===== config.mk =====
export PLATFORM = sky130hd
export DESIGN_NAME = fm_index_entry_packer_top
export DESIGN_NICKNAME = d
export VERILOG_FILES = /design/src/rtl/fmip_pkg.sv /design/src/rtl/fmip_front.sv /design/src/rtl/fmip_queue.sv /design/src/rtl/fmip_back.sv /design/src/rtl/fm_index_entry_packer_top.sv
export SDC_FILE = /design/constraint.sdc
export NUM_CORES = 2
export LEC_CHECK = 0
export ABC_AREA = 1
export BUFFER_PORTS_ARGS = -buffer_cell sky130_fd_sc_hd__clkbuf_2
export CAP_MARGIN = 20
export CORE_ASPECT_RATIO = 0.5
export CORE_MARGIN = 5
export CORE_UTILIZATION = 50
export DETAILED_ROUTE_END_ITERATION = 12
export PLACE_DENSITY = 0.68
export SYNTH_ARGS = -nofsm -noshare
export SYNTH_HDL_FRONTEND = slang
export SYNTH_HIERARCHICAL = 1
export SYNTH_SLANG_ARGS = --single-unit

===== constraint.sdc =====
create_clock -name clock -period 26.4 [get_ports clock]
set_input_delay 0 -clock clock [delete_from_list [all_inputs] [get_ports clock]]
set_output_delay 0 -clock clock [all_outputs]
set_load 0.01 [all_outputs]

===== src/rtl/fmip_pkg.sv =====
package fmip_pkg;

   localparam int CNT_W      = 40;   // occurrence count width
   localparam int OFS_W      = 40;   // letter offset register width
   localparam int CHAR_W     = 8;
   localparam int WORD_W     = 64;
   localparam int BLK_W      = 32;   // characters per block / bitmap width
   localparam int NUM_BLK    = 4;
   localparam int NUM_PLANE  = 12;
   localparam int NUM_LETTER = 4;
   localparam int POS_W      = 7;
   localparam int WIDX_W     = 3;
   localparam int NUM_WORD   = 8;
   localparam int REG_IDX_W  = 2;
   localparam int RSP_USER_W = WIDX_W + 1;
   localparam int SUM_W      = ((CNT_W > OFS_W) ? CNT_W : OFS_W) + 1;
   localparam int QUEUE_DEPTH = 2;
   localparam int QPTR_W     = $clog2(QUEUE_DEPTH);
   localparam int FILL_W     = $clog2(QUEUE_DEPTH + 1);

   typedef logic [CNT_W-1:0]  count_type;
   typedef logic [OFS_W-1:0]  offset_type;
   typedef logic [SUM_W-1:0]  sum_type;
   typedef logic [WORD_W-1:0] word_type;
   typedef logic [BLK_W-1:0]  plane_type;
   typedef logic [WIDX_W-1:0] widx_type;
   typedef logic [POS_W-1:0]  pos_type;
   typedef logic [QPTR_W-1:0] qptr_type;
   typedef logic [FILL_W-1:0] fill_type;

   typedef enum logic {
      OP_CHAR   = 1'b0,
      OP_FINISH = 1'b1
   } opcode_type;

   typedef enum logic [2:0] {
      CODE_A = 3'd0,
      CODE_C = 3'd1,
      CODE_G = 3'd2,
      CODE_T = 3'd3,
      CODE_N = 3'd4
   } base_code_type;

   typedef enum logic [REG_IDX_W-1:0] {
      REG_OFFSET_C = 2'd0,
      REG_OFFSET_G = 2'd1,
      REG_OFFSET_T = 2'd2
   } reg_index_type;

   localparam widx_type WORD_CNT_LO = 3'd0;
   localparam widx_type WORD_CNT_HI = 3'd1;
   localparam widx_type LAST_WORD   = 3'd7;

   // Plane feeding each bitmap slot of the entry (plane = block*3 + bit).
   localparam logic [3:0] SLOT_SRC [NUM_PLANE] = '{
      4'd3, 4'd4, 4'd5, 4'd0, 4'd6, 4'd7, 4'd8, 4'd1, 4'd9, 4'd10, 4'd11, 4'd2
   };

   typedef struct packed {
      offset_type c;
      offset_type g;
      offset_type t;
   } offsets_type;

   // One entry handed from the front to the back. Plane 2 of each block is
   // held already inverted: set for A/C/G/T, clear for N and padding.
   typedef struct packed {
      count_type [NUM_LETTER-1:0] counts;
      logic                       parity;
      plane_type [NUM_PLANE-1:0]  planes;
      logic                       run_end;
   } job_type;

   function automatic base_code_type code_of(input logic [CHAR_W-1:0] ch);
      base_code_type c;
      unique case (ch)
         "A", "a": c = CODE_A;
         "C", "c": c = CODE_C;
         "G", "g": c = CODE_G;
         "T", "t": c = CODE_T;
         default:  c = CODE_N;
      endcase
      return c;
   endfunction

endpackage


===== src/rtl/fmip_front.sv =====
module fmip_front (
   input  logic                              clock,
   input  logic                              reset,
   input  logic                              req_tvalid,
   output logic                              req_tready,
   input  logic [fmip_pkg::CHAR_W-1:0]       req_tdata,   // [7:0] base_char
   input  logic                              req_tuser,   // [0] opcode
   output logic                              push_valid,
   output fmip_pkg::job_type                 push_job,
   input  logic                              push_ready
);

   fmip_pkg::count_type [fmip_pkg::NUM_LETTER-1:0] cnt_ff, cnt_in;
   fmip_pkg::count_type [fmip_pkg::NUM_LETTER-1:0] start_ff, start_in;
   fmip_pkg::plane_type [fmip_pkg::NUM_BLK-1:0]    b0_ff, b0_in, placed0;
   fmip_pkg::plane_type [fmip_pkg::NUM_BLK-1:0]    b1_ff, b1_in, placed1;
   fmip_pkg::plane_type [fmip_pkg::NUM_BLK-1:0]    bv_ff, bv_in, placedv;
   fmip_pkg::plane_type [fmip_pkg::NUM_PLANE-1:0]  job_planes;
   fmip_pkg::pos_type                              pos_ff, pos_in;
   logic                                           parity_ff, parity_in;
   logic                                           pad_pend_ff, pad_pend_in;
   logic                                           accept;
   logic                                           is_fin;
   fmip_pkg::base_code_type                        code;
   logic [1:0]                                     blk;
   logic [4:0]                                     bitpos;

   assign req_tready = !pad_pend_ff && push_ready;

   always_comb begin
      accept = req_tvalid && req_tready;
      is_fin = fmip_pkg::opcode_type'(req_tuser) == fmip_pkg::OP_FINISH;
      code   = fmip_pkg::code_of(req_tdata);
      blk    = pos_ff[6:5];
      bitpos = ~pos_ff[4:0];   // MSB first within a block

      placed0 = b0_ff;
      placed1 = b1_ff;
      placedv = bv_ff;
      if (accept && !is_fin) begin
         placed0[blk][bitpos] = code[0];
         placed1[blk][bitpos] = code[1];
         placedv[blk][bitpos] = (code != fmip_pkg::CODE_N);
      end
      for (int b = 0; b < fmip_pkg::NUM_BLK; b++) begin
         job_planes[b*3]     = placed0[b];
         job_planes[b*3 + 1] = placed1[b];
         job_planes[b*3 + 2] = placedv[b];
      end

      cnt_in      = cnt_ff;
      start_in    = start_ff;
      b0_in       = placed0;
      b1_in       = placed1;
      bv_in       = placedv;
      pos_in      = pos_ff;
      parity_in   = parity_ff;
      pad_pend_in = pad_pend_ff;

      push_valid       = 1'b0;
      push_job.counts  = start_ff;
      push_job.parity  = parity_ff;
      push_job.planes  = job_planes;
      push_job.run_end = 1'b1;

      if (pad_pend_ff) begin
         // second half of a finish: all-padding entry, then clear the stream
         if (push_ready) begin
            push_valid      = 1'b1;
            push_job.planes = '0;
            cnt_in          = '0;
            start_in        = '0;
            b0_in           = '0;
            b1_in           = '0;
            bv_in           = '0;
            pos_in          = '0;
            parity_in       = 1'b0;
            pad_pend_in     = 1'b0;
         end
      end else if (accept && !is_fin) begin
         if (code != fmip_pkg::CODE_N && cnt_ff[code[1:0]] != '1) begin
            cnt_in[code[1:0]] = cnt_ff[code[1:0]] + 1'b1;
         end
         pos_in = pos_ff + 1'b1;
         if (pos_ff == '1) begin
            push_valid = 1'b1;
            start_in   = cnt_in;
            parity_in  = ~parity_ff;
            b0_in      = '0;
            b1_in      = '0;
            bv_in      = '0;
         end
      end else if (accept && is_fin) begin
         push_valid = 1'b1;
         if (pos_ff != '0) begin
            // emit the open entry padded with N, queue the padding entry next
            push_job.run_end = 1'b0;
            start_in         = cnt_ff;
            parity_in        = ~parity_ff;
            b0_in            = '0;
            b1_in            = '0;
            bv_in            = '0;
            pos_in           = '0;
            pad_pend_in      = 1'b1;
         end else begin
            push_job.planes = '0;
            cnt_in          = '0;
            start_in        = '0;
            parity_in       = 1'b0;
         end
      end
   end

   always_ff @(posedge clock) begin
      if (reset) begin
         cnt_ff      <= '0;
         start_ff    <= '0;
         b0_ff       <= '0;
         b1_ff       <= '0;
         bv_ff       <= '0;
         pos_ff      <= '0;
         parity_ff   <= 1'b0;
         pad_pend_ff <= 1'b0;
      end else begin
         cnt_ff      <= cnt_in;
         start_ff    <= start_in;
         b0_ff       <= b0_in;
         b1_ff       <= b1_in;
         bv_ff       <= bv_in;
         pos_ff      <= pos_in;
         parity_ff   <= parity_in;
         pad_pend_ff <= pad_pend_in;
      end
   end

endmodule


===== src/rtl/fmip_queue.sv =====
module fmip_queue (
   input  logic              clock,
   input  logic              reset,
   input  logic              push_valid,
   input  fmip_pkg::job_type push_job,
   output logic              push_ready,
   input  logic              pop,
   output logic              head_valid,
   output fmip_pkg::job_type head_job
);

   fmip_pkg::job_type  mem_ff [fmip_pkg::QUEUE_DEPTH];
   fmip_pkg::qptr_type wr_ptr_ff, wr_ptr_in;
   fmip_pkg::qptr_type rd_ptr_ff, rd_ptr_in;
   fmip_pkg::fill_type fill_ff, fill_in;
   logic               do_push;
   logic               do_pop;

   assign push_ready = fill_ff != fmip_pkg::fill_type'(fmip_pkg::QUEUE_DEPTH);
   assign head_valid = fill_ff != '0;
   assign head_job   = mem_ff[rd_ptr_ff];

   always_comb begin
      do_push   = push_valid && push_ready;
      do_pop    = pop && head_valid;
      wr_ptr_in = do_push ? wr_ptr_ff + 1'b1 : wr_ptr_ff;
      rd_ptr_in = do_pop ? rd_ptr_ff + 1'b1 : rd_ptr_ff;
      fill_in   = fill_ff;
      if (do_push && !do_pop) begin
         fill_in = fill_ff + 1'b1;
      end else if (do_pop && !do_push) begin
         fill_in = fill_ff - 1'b1;
      end
   end

   always_ff @(posedge clock) begin
      if (do_push) begin
         mem_ff[wr_ptr_ff] <= push_job;
      end
   end

   always_ff @(posedge clock) begin
      if (reset) begin
         wr_ptr_ff <= '0;
         rd_ptr_ff <= '0;
         fill_ff   <= '0;
      end else begin
         wr_ptr_ff <= wr_ptr_in;
         rd_ptr_ff <= rd_ptr_in;
         fill_ff   <= fill_in;
      end
   end

endmodule


===== src/rtl/fmip_back.sv =====
module fmip_back (
   input  logic                                clock,
   input  logic                                reset,
   input  logic                                head_valid,
   input  fmip_pkg::job_type                   head_job,
   output logic                                pop,
   input  fmip_pkg::offsets_type               offsets,
   output logic                                rsp_tvalid,
   input  logic                                rsp_tready,
   output logic [fmip_pkg::WORD_W-1:0]         rsp_tdata,  // [63:0] word_data
   output logic [fmip_pkg::RSP_USER_W-1:0]     rsp_tuser,  // [2:0] word_index, [3] run_last
   output logic                                rsp_tlast   // entry_last
);

   fmip_pkg::widx_type                            widx_ff, widx_in;
   logic                                          valid_ff, valid_in;
   fmip_pkg::word_type                            data_ff;
   fmip_pkg::widx_type                            idx_ff;
   logic                                          elast_ff;
   logic                                          rlast_ff;
   logic                                          load;
   logic                                          is_last;
   fmip_pkg::count_type                           cnt_sel;
   fmip_pkg::offset_type                          ofs_sel;
   fmip_pkg::sum_type                             sum;
   fmip_pkg::count_type                           sat;
   fmip_pkg::plane_type [fmip_pkg::NUM_PLANE-1:0] slots;
   fmip_pkg::word_type  [fmip_pkg::NUM_WORD-1:0]  pairs;
   fmip_pkg::word_type                            word;

   assign rsp_tvalid = valid_ff;
   assign rsp_tdata  = data_ff;
   assign rsp_tuser  = {rlast_ff, idx_ff};
   assign rsp_tlast  = elast_ff;

   always_comb begin
      load    = head_valid && (!valid_ff || rsp_tready);
      is_last = widx_ff == fmip_pkg::LAST_WORD;
      pop     = load && is_last;
      widx_in = load ? widx_ff + 1'b1 : widx_ff;
      if (load) begin
         valid_in = 1'b1;
      end else if (rsp_tready) begin
         valid_in = 1'b0;
      end else begin
         valid_in = valid_ff;
      end

      // counter words: A,C on even entries, G,T on odd ones
      if (widx_ff == fmip_pkg::WORD_CNT_LO) begin
         cnt_sel = head_job.parity ? head_job.counts[2] : head_job.counts[0];
         ofs_sel = head_job.parity ? offsets.g : '0;
      end else begin
         cnt_sel = head_job.parity ? head_job.counts[3] : head_job.counts[1];
         ofs_sel = head_job.parity ? offsets.t : offsets.c;
      end
      sum = fmip_pkg::sum_type'(cnt_sel) + fmip_pkg::sum_type'(ofs_sel);
      sat = (sum[fmip_pkg::SUM_W-1:fmip_pkg::CNT_W] != '0) ? '1 : sum[fmip_pkg::CNT_W-1:0];

      for (int s = 0; s < fmip_pkg::NUM_PLANE; s++) begin
         slots[s] = head_job.planes[fmip_pkg::SLOT_SRC[s]];
      end
      pairs[0] = '0;
      pairs[1] = '0;
      for (int w = 2; w < fmip_pkg::NUM_WORD; w++) begin
         pairs[w] = {slots[2*w - 3], slots[2*w - 4]};
      end

      if (widx_ff == fmip_pkg::WORD_CNT_LO || widx_ff == fmip_pkg::WORD_CNT_HI) begin
         word = fmip_pkg::word_type'(sat);
      end else begin
         word = pairs[widx_ff];
      end
   end

   always_ff @(posedge clock) begin
      if (load) begin
         data_ff  <= word;
         idx_ff   <= widx_ff;
         elast_ff <= is_last;
         rlast_ff <= is_last && head_job.run_end;
      end
   end

   always_ff @(posedge clock) begin
      if (reset) begin
         widx_ff  <= '0;
         valid_ff <= 1'b0;
      end else begin
         widx_ff  <= widx_in;
         valid_ff <= valid_in;
      end
   end

endmodule


===== src/rtl/fm_index_entry_packer_top.sv =====
// Throughput: one character per cycle while the entry queue has room; a finish on an open
//   entry holds req_tready low until its padding entry is queued. Entries leave as eight
//   words each from the entry queue, one per cycle while rsp_tready is high.
// Reset (synchronous, active high): clears counts, bitmaps, position, parity, the entry
//   queue, the output register and the offset registers.
module fm_index_entry_packer_top (
   input  logic                                clock,
   input  logic                                reset,
   input  logic                                req_tvalid,
   output logic                                req_tready,
   input  logic [fmip_pkg::CHAR_W-1:0]         req_tdata,  // [7:0] base_char
   input  logic                                req_tuser,  // [0] opcode
   output logic                                rsp_tvalid,
   input  logic                                rsp_tready,
   output logic [fmip_pkg::WORD_W-1:0]         rsp_tdata,  // [63:0] word_data
   output logic [fmip_pkg::RSP_USER_W-1:0]     rsp_tuser,  // [2:0] word_index, [3] run_last
   output logic                                rsp_tlast,  // entry_last
   input  logic                                csr_valid,
   output logic                                csr_ready,
   input  logic [fmip_pkg::REG_IDX_W-1:0]      csr_index,
   input  logic [fmip_pkg::OFS_W-1:0]          csr_data
);

   fmip_pkg::offsets_type offs_ff, offs_in;
   fmip_pkg::job_type     push_job;
   fmip_pkg::job_type     head_job;
   logic                  push_valid;
   logic                  push_ready;
   logic                  head_valid;
   logic                  pop;

   assign csr_ready = 1'b1;

   always_comb begin
      offs_in = offs_ff;
      if (csr_valid) begin
         unique case (fmip_pkg::reg_index_type'(csr_index))
            fmip_pkg::REG_OFFSET_C: offs_in.c = csr_data;
            fmip_pkg::REG_OFFSET_G: offs_in.g = csr_data;
            fmip_pkg::REG_OFFSET_T: offs_in.t = csr_data;
            default: ;   // drop writes to unused indexes
         endcase
      end
   end

   always_ff @(posedge clock) begin
      if (reset) begin
         offs_ff <= '0;
      end else begin
         offs_ff <= offs_in;
      end
   end

   fmip_front u_front (
      .clock      (clock),
      .reset      (reset),
      .req_tvalid (req_tvalid),
      .req_tready (req_tready),
      .req_tdata  (req_tdata),
      .req_tuser  (req_tuser),
      .push_valid (push_valid),
      .push_job   (push_job),
      .push_ready (push_ready)
   );

   fmip_queue u_queue (
      .clock      (clock),
      .reset      (reset),
      .push_valid (push_valid),
      .push_job   (push_job),
      .push_ready (push_ready),
      .pop        (pop),
      .head_valid (head_valid),
      .head_job   (head_job)
   );

   fmip_back u_back (
      .clock      (clock),
      .reset      (reset),
      .head_valid (head_valid),
      .head_job   (head_job),
      .pop        (pop),
      .offsets    (offs_ff),
      .rsp_tvalid (rsp_tvalid),
      .rsp_tready (rsp_tready),
      .rsp_tdata  (rsp_tdata),
      .rsp_tuser  (rsp_tuser),
      .rsp_tlast  (rsp_tlast)
   );

endmodule


### After elaboration in Yosys (flattened, before gate mapping)

Memories as Yosys holds them, arrays and structs flattened. A register that Yosys moved wholly into a read port is not among the register bits.
Index checks and enable logic that the tools add are counted.

* bits in registers: 910
* bits in writable memories: 1092
* bits of input ports: 56
* output and inout bits: 72
* word-level logic and storage cells: 201
* memories: 1

* add/subtract/negate cells: 8
* $lt $le $gt $ge: 7
* equal/unequal tests: 18
* mux-type cells: 89
* bitwise operators: 2
* reduce and logical (&&, ||, !) cells: 40

Memories
* u_queue.mem_ff: words 2, bits a word 546, rd ports 1, clocked after Yosys merged registers in 1, write ports 1, RTL line fmip_queue.sv:12 `fmip_pkg::job_type mem_ff [fmip_pkg::QUEUE_DEPTH];`

Operator list (count)
* $mux W128: 21
* $mux W160: 9
* $mux W384: 3
* $mux W385: 2
* $mux W40: 10
* $bwmux W128: 3
* $bmux W64 S3: 1
* $bwmux W160: 1
* $bmux W40 S2: 1
* $demux W40 S2: 1
* $demux W32 S2: 1
* $eq A8 B7 Y1 const B: 8
* $mux W64: 1
* $add A40 B40 Y41: 1
* $add A40 B1 Y40 const B: 1
* $ne A40 B40 Y1 const B: 1
* $mux W7: 5
* $mux W32: 1
* $mux W1: 25
* $logic_and A1 B1 Y1: 15
* $pmux W3 S4: 1
* $reduce_and A2 Y1: 4
* $reduce_or A2 Y1: 4
* $add A7 B1 Y7 const B: 1
* other kinds (30): 43

### Depth between registers and ports, before layout

* word-level depth: 13
* depth in mapped cells: 26
* depth with buffers taken out: 22

### By module

The synthesis kept the hierarchy.

By module, submodules not included
* fmip_queue: instances 1, cells an instance 1736, area an instance 39865.7 µm²
* fmip_front: instances 1, cells an instance 5234, area an instance 33773.6 µm²
* fmip_back: instances 1, cells an instance 1858, area an instance 10677.7 µm²
* fm_index_entry_packer_top: instances 1, cells an instance 774, area an instance 5018.6 µm²

### Worst setup path before layout

No wires, ideal clock.

* path kind: register to register
* from: register u_front.pos_ff[0]
* to: memory u_queue/mem_ff[0][0] (netlist bit) (enable)
* setup time: 1.470 ns
* arrival: 24.479 ns
* data required time: 24.930 ns
* path slack: 0.452 ns
* stages on the path, launching flop included: 12
* buffers on the path: 2
* cell sequence: dfxtp_1 -> ha_1 -> nand2_1 -> nor2_1 -> inv_1 -> nor2_1 -> o21ai_0 -> clkinv_1 -> clkbuf_1 -> clkbuf_1 -> nand2_1 -> nor2_1

* cells in the longest elaborated chain, start to end: 7

Ends and longest elaborated chain
* start: declaration: RTL line fmip_front.sv:19 `fmip_pkg::pos_type pos_ff, pos_in;`
* start signal: assignment: RTL line fmip_front.sv:130 `pos_ff <= pos_in;`
* $eq A7 B7 Y1: RTL line fmip_front.sv:85 `if (pos_ff == '1) begin`
* $mux W1: RTL line fmip_front.sv:85
* $mux W1: RTL line fmip_front.sv:80 `end else if (accept && !is_fin) begin`
* $mux W1: RTL line fmip_front.sv:66 `if (pad_pend_ff) begin`
* net push_valid: RTL line fm_index_entry_packer_top.sv:27 `logic push_valid;`
* $logic_and A1 B1 Y1: RTL line fmip_queue.sv:24 `do_push = push_valid && push_ready;`
* $mux W1: RTL line fmip_queue.sv:37 `if (do_push) begin`
* $mux W1 (not written as such): RTL line fmip_queue.sv:38 `mem_ff[wr_ptr_ff] <= push_job;`
* end: declaration: RTL line fmip_queue.sv:12

The timed path passes the listed nets, and every way through them passes these cells.

### Worst setup path in the final report

* from: register u_front.pos_ff[0]
* to: memory u_queue/mem_ff[1][309] (netlist bit) (enable)

Same word-level chain as after synthesis.

==> results.md <==
- The run finished with clean final reports.
- Setup repair after global routing left no endpoint under its margin.
- The synthesized design devotes to its leading area cell type approximately two fifths of total area.
- Once the floorplan was initialized, standard cells occupied roughly half of the core.
- The leakage component of the power is 37.17 nW.
- The CTS tree is done.
- The worst hold path terminates at offs_ff[75].
- The number of primary I/O pins is 128.
- VDD sags by at most between 0.05 and 0.06 mV.
- The synthesized netlist devotes 0.4594% of its cell area to XOR and XNOR gates.
- In the post-synthesis netlist, the biggest area contributors are edfxtp_1 39%, dfxtp_1 19%, nor2_1 7.2%, nand2_1 7.1%, mux2_2 6.9%.
- Summing all multi-input logic gate instances after layout gives 32,520 µm².
- The sequential area share after synthesis is 57.89%.
- The vertical die dimension is 308.9 µm.
- The instance count of the mapped netlist is 9,602.
- After floorplanning, the core was divided into 109 placement rows.
- The remaining antenna violation count is 0.
- Global routing used 25.38% of the available tracks across all layers.
- Before antenna repair, the detailed router went through 7 iterations.
- The clock root buffer master is clkbuf_16.
- The post-synthesis cell type with the largest combined area is edfxtp_1.
- Averaged over all synthesized cells, the footprint is just over 9 µm².
- The area enclosed by the die boundary is 187,700 µm².
- Measured against its own limit, the worst slew margin works out to 14.60%.
- The global placement routability congestion is 0.9249.
- Of all nets on the critical path, the largest fanout is 79.
- Among all flip-flop cells after synthesis, the most frequent one is edfxtp_1.
- Entering global routing, the biggest net connects 235 pins.
- The number of synthesized register bits is roughly 2,000.
- In this run the power spent charging and discharging nets is 0.002577 W.
- The number of global-route vias before repair was 63,790.
- The number of DRC markers after the initial detailed-route iteration is around 7,200.
- Across the routed clock network, the largest skew measured is 0.07331 ns.
- The final-report hold violation count is 0.
- The part of the cycle the worst path needs is 27.81%.
- The number of nets in the final layout is 9,610.
- The horizontal extent of the die is 607.8 µm.
- STA classifies the critical path startpoint as a flip-flop.
- The cell area that synthesis handed to floorplanning was 89,340 µm².
- The number of pins with negative max-slew slack in the final report was 0.
- Synthesis produced a netlist with a net count of around 10,000.
- The most common cell after layout, fill and taps aside is nor2_1.
- Detailed placement ended at an HPWL of 141.9 mm.
- The overall via count from detail_route is approximately 68,000.
- Data on the critical path is required at its endpoint by 26.84 ns.
- Setup violations remaining at the end of the flow were counted as 0.
- The first global-routing pass estimated 374.5 mm of wire.
- Hold repair after CTS inserted between 70 and 80 buffers.
- The path class of the lowest-slack min-delay path is in -> reg.
- The number of instances on the worst hold path is 4.
- The synthesized netlist devotes about a tenth of its cell area to compound gates.
- The fraction of layout instances using a drive strength above 1 is 11.87%.
- Of the total power, the clock network draws 32.9%.
- The number of buffers created by CTS is 183.
- The floorplan step defined a core boundary enclosing 177,200 µm².
- The via density per instance is 5.613.
- The distinct cell type count after synthesis is between 50 and 60.
- The total of cells resized after clock tree synthesis is 0.
- The power per cell area is 84.57 nW/µm².
- The initial antenna violation count came to 6.
- In this run the critical register-to-register path is captured at u_queue/mem_ff[1][309].
- After Yosys synthesis, and, or, nand and nor cells account for 18.09% of the synthesized area.
- STA classifies the critical path endpoint as a flip-flop.
- After detailed routing, the number of remaining DRC violations is 0.
- Counting along the longest clock path gives a buffer depth of 4.
- The worst hold path begins at csr_data[35].
- The internal power of the cells totals ~0.0057 W.
- During synthesis, Yosys emitted a total of 6 warnings.
- The slew at the pin with the worst max-slew slack is 1.281 ns.
- The share of cell area taken by muxes after synthesis is 7.207%.
- The sum of negative setup slack is 0 ns.
- By area, the combinational part of the netlist is dominated by simple AND/OR/NAND/NOR gates.
- The number of buffer cells added on primary ports is 125.
- In this run the register-to-register setup slack is between 15 and 20 ns.
- The area added between synthesis and finish is 9.542%.
- The layout has around 15,000 filler cells.
- The number of cell instances on the worst register-to-register path is 13.
- Static timing analysis puts the maximum clock frequency at 136.2 MHz.
- The clock net in this run drives a total of 2,003 sinks.
- The share of flip-flops with an asynchronous set or reset is 0%.
- The clock-pin slew on the worst setup and hold paths is 0.06 ns.
- In this run the critical register-to-register path is launched from u_front/pos_ff[0].
- Summing the areas of all fa, ha and maj instances in the mapped netlist gives 0.7227% of the synthesized area.
- Net switching is 31.14% of the power.
- In this run, flip-flops and latches consume 45.7% of the power.
- The tool flagged a number of max-cap violations equal to 0.
- The worst path arrival time is 7.78 ns.
- Power comes to 0.008276 W.
- In the layout the commonest cells are 1,717 x nor2_1, 1,686 x nand2_1, 1,161 x edfxtp_1.
- The type of the setup path with the least slack is reg -> reg.
- The final layout contains routed wiring with a total length of approximately 250 mm.
- The relative contribution of combinational cells to total power is about a fifth.
- Dividing the detail-routed wire length by the instance count gives 20.47 µm.
- In this run, synthesis inferred between 1,000 and 1,500 flip-flops with an integrated enable.
- The clock insertion delay at the later pin of the skew report is 0.84 ns.
- Global routing finished with a remaining overflow of 0.
- The count of buffers added by post-CTS timing repair for setup is 0.
- The time the worst path needs with I/O delays and setup is 7.341 ns.
- Summing all flip-flop and latch instances after layout gives 51,730 µm².
- In this run the number of H-tree levels came out at 4.
-- per-layer routing --
layer  track usage (%)  up-vias  wire, µm
met5                 0        -        28
met4             8.352        4      8243
met3             4.056      487     20100
met2             41.74     2611    113600
met1             34.66    32370    104400
li1                  -    32090         -
-- per-stage QoR --
stage	instance area [µm²]	cells	util (%)	hold WS, ns	setup slack (ns)
final	97860	12040	55.24	0.02971	19.06
after global routing	97850	12030	55.23	0.01975	18.70
after CTS	97830	12030	55.22	0.0007667	19.10
after detailed placement	91020	11630	51.38	0.2637	19.11
after global placement	91010	11630	51.37	0.2651	19.14
after floorplan	89340	9602	-	0.06907	0.4516
-- worst max-delay path, cell delays in order, from the launching register on --
cell and delay [ns]:
dfxtp_1 0.44, ha_1 0.21, nand2_1 0.10, nor2_1 0.20
inv_1 0.19, nor2_1 0.40, o21ai_0 0.35, inv_8 0.41
nand2_1 0.25, nor2_4 0.75, buf_4 0.85, buf_4 0.81
buf_4 0.94, buf_4 0.80
-- state kept, by name, indices dropped and copies added (netlist names), 2 cells and up, named ones only --
| register | cells |
|---|---|
| u_queue/fill_ff | 2 |
| u_front/b1_ff | 128 |
| u_back/rsp_tdata | 64 |
| u_front/b0_ff | 128 |
| u_queue/mem_ff | 1092 |
| u_front/pos_ff | 7 |
| u_front/bv_ff | 128 |
| u_back/idx_ff | 3 |
| u_front/push_job | 160 |
| offs_ff | 120 |
| u_back/widx_ff | 3 |
| u_front/cnt_ff | 160 |
-- worst max-delay path by stage --
stage,slack (ns),endpoint,startpoint,depth (start not counted)
6_report,19.06,u_queue/mem_ff[1][309],u_front/pos_ff[0],13
5_1_grt,18.70,u_queue/mem_ff[1][309],u_queue/fill_ff[0],15
4_1_cts,19.10,u_queue/mem_ff[1][180],u_queue/fill_ff[0],15
3_5_place_dp,19.11,u_queue/mem_ff[1][180],u_queue/fill_ff[0],15
3_3_place_gp,19.14,u_queue/mem_ff[1][180],u_queue/fill_ff[0],15
2_1_floorplan,0.45,u_queue/mem_ff[0][0],u_front/pos_ff[0],11
-- final cells by class --
type	instances	area share (%)
flip-flops and latches	2003	52.87
multi-input cells	6404	33.23
clock buffers	248	5.282
well taps	2386	3.051
inverters	612	2.385
repair buffers	299	2.267
clock inverters	81	0.9103
diodes	3	0.007671
-- synthesized netlist by cell type (all sizes together) (10+ instances only) --
| library cell | instances |
|---|---|
| buf | 196 |
| mux2i | 29 |
| inv | 607 |
| nand2 | 1701 |
| nand3 | 409 |
| a21oi | 553 |
| ha | 50 |
| nand4 | 48 |
| o22ai | 105 |
| nand3b | 10 |
| edfxtp | 1161 |
| o21ai | 1034 |
| clkbuf | 387 |
| mux2 | 546 |
| nor2 | 1750 |
| dfxtp | 842 |
| xor2 | 41 |
| nor3 | 95 |
-- cells by family (layout without fill, tap and decap cells) --
kind of cell               Yosys count  after routing
AOI/OAI and AO/OA                 1711           1711
DFF                               2003           2003
xor gates and xnor gates            46             46
muxes                              575            575
and+or+nand+nor                   4020           4020
buffers and inverters             1195           1240
adders and majority gates           51             51
other                                1              4
-- power groups by stage --
| stage | clock network, W | registers [W] | logic (W) |
|---|---|---|---|
| after global placement | 0 | 0.00383 | 0.00172 |
| after floorplan | 0 | 0.00400 | 0.00108 |
| after global routing | 0.00290 | 0.00380 | 0.00192 |
| final | 0.00273 | 0.00378 | 0.00177 |
| after CTS | 0.00277 | 0.00378 | 0.00175 |
| after detailed placement | 0 | 0.00385 | 0.00173 |
Note: power is estimated with default switching activity, not from simulation.
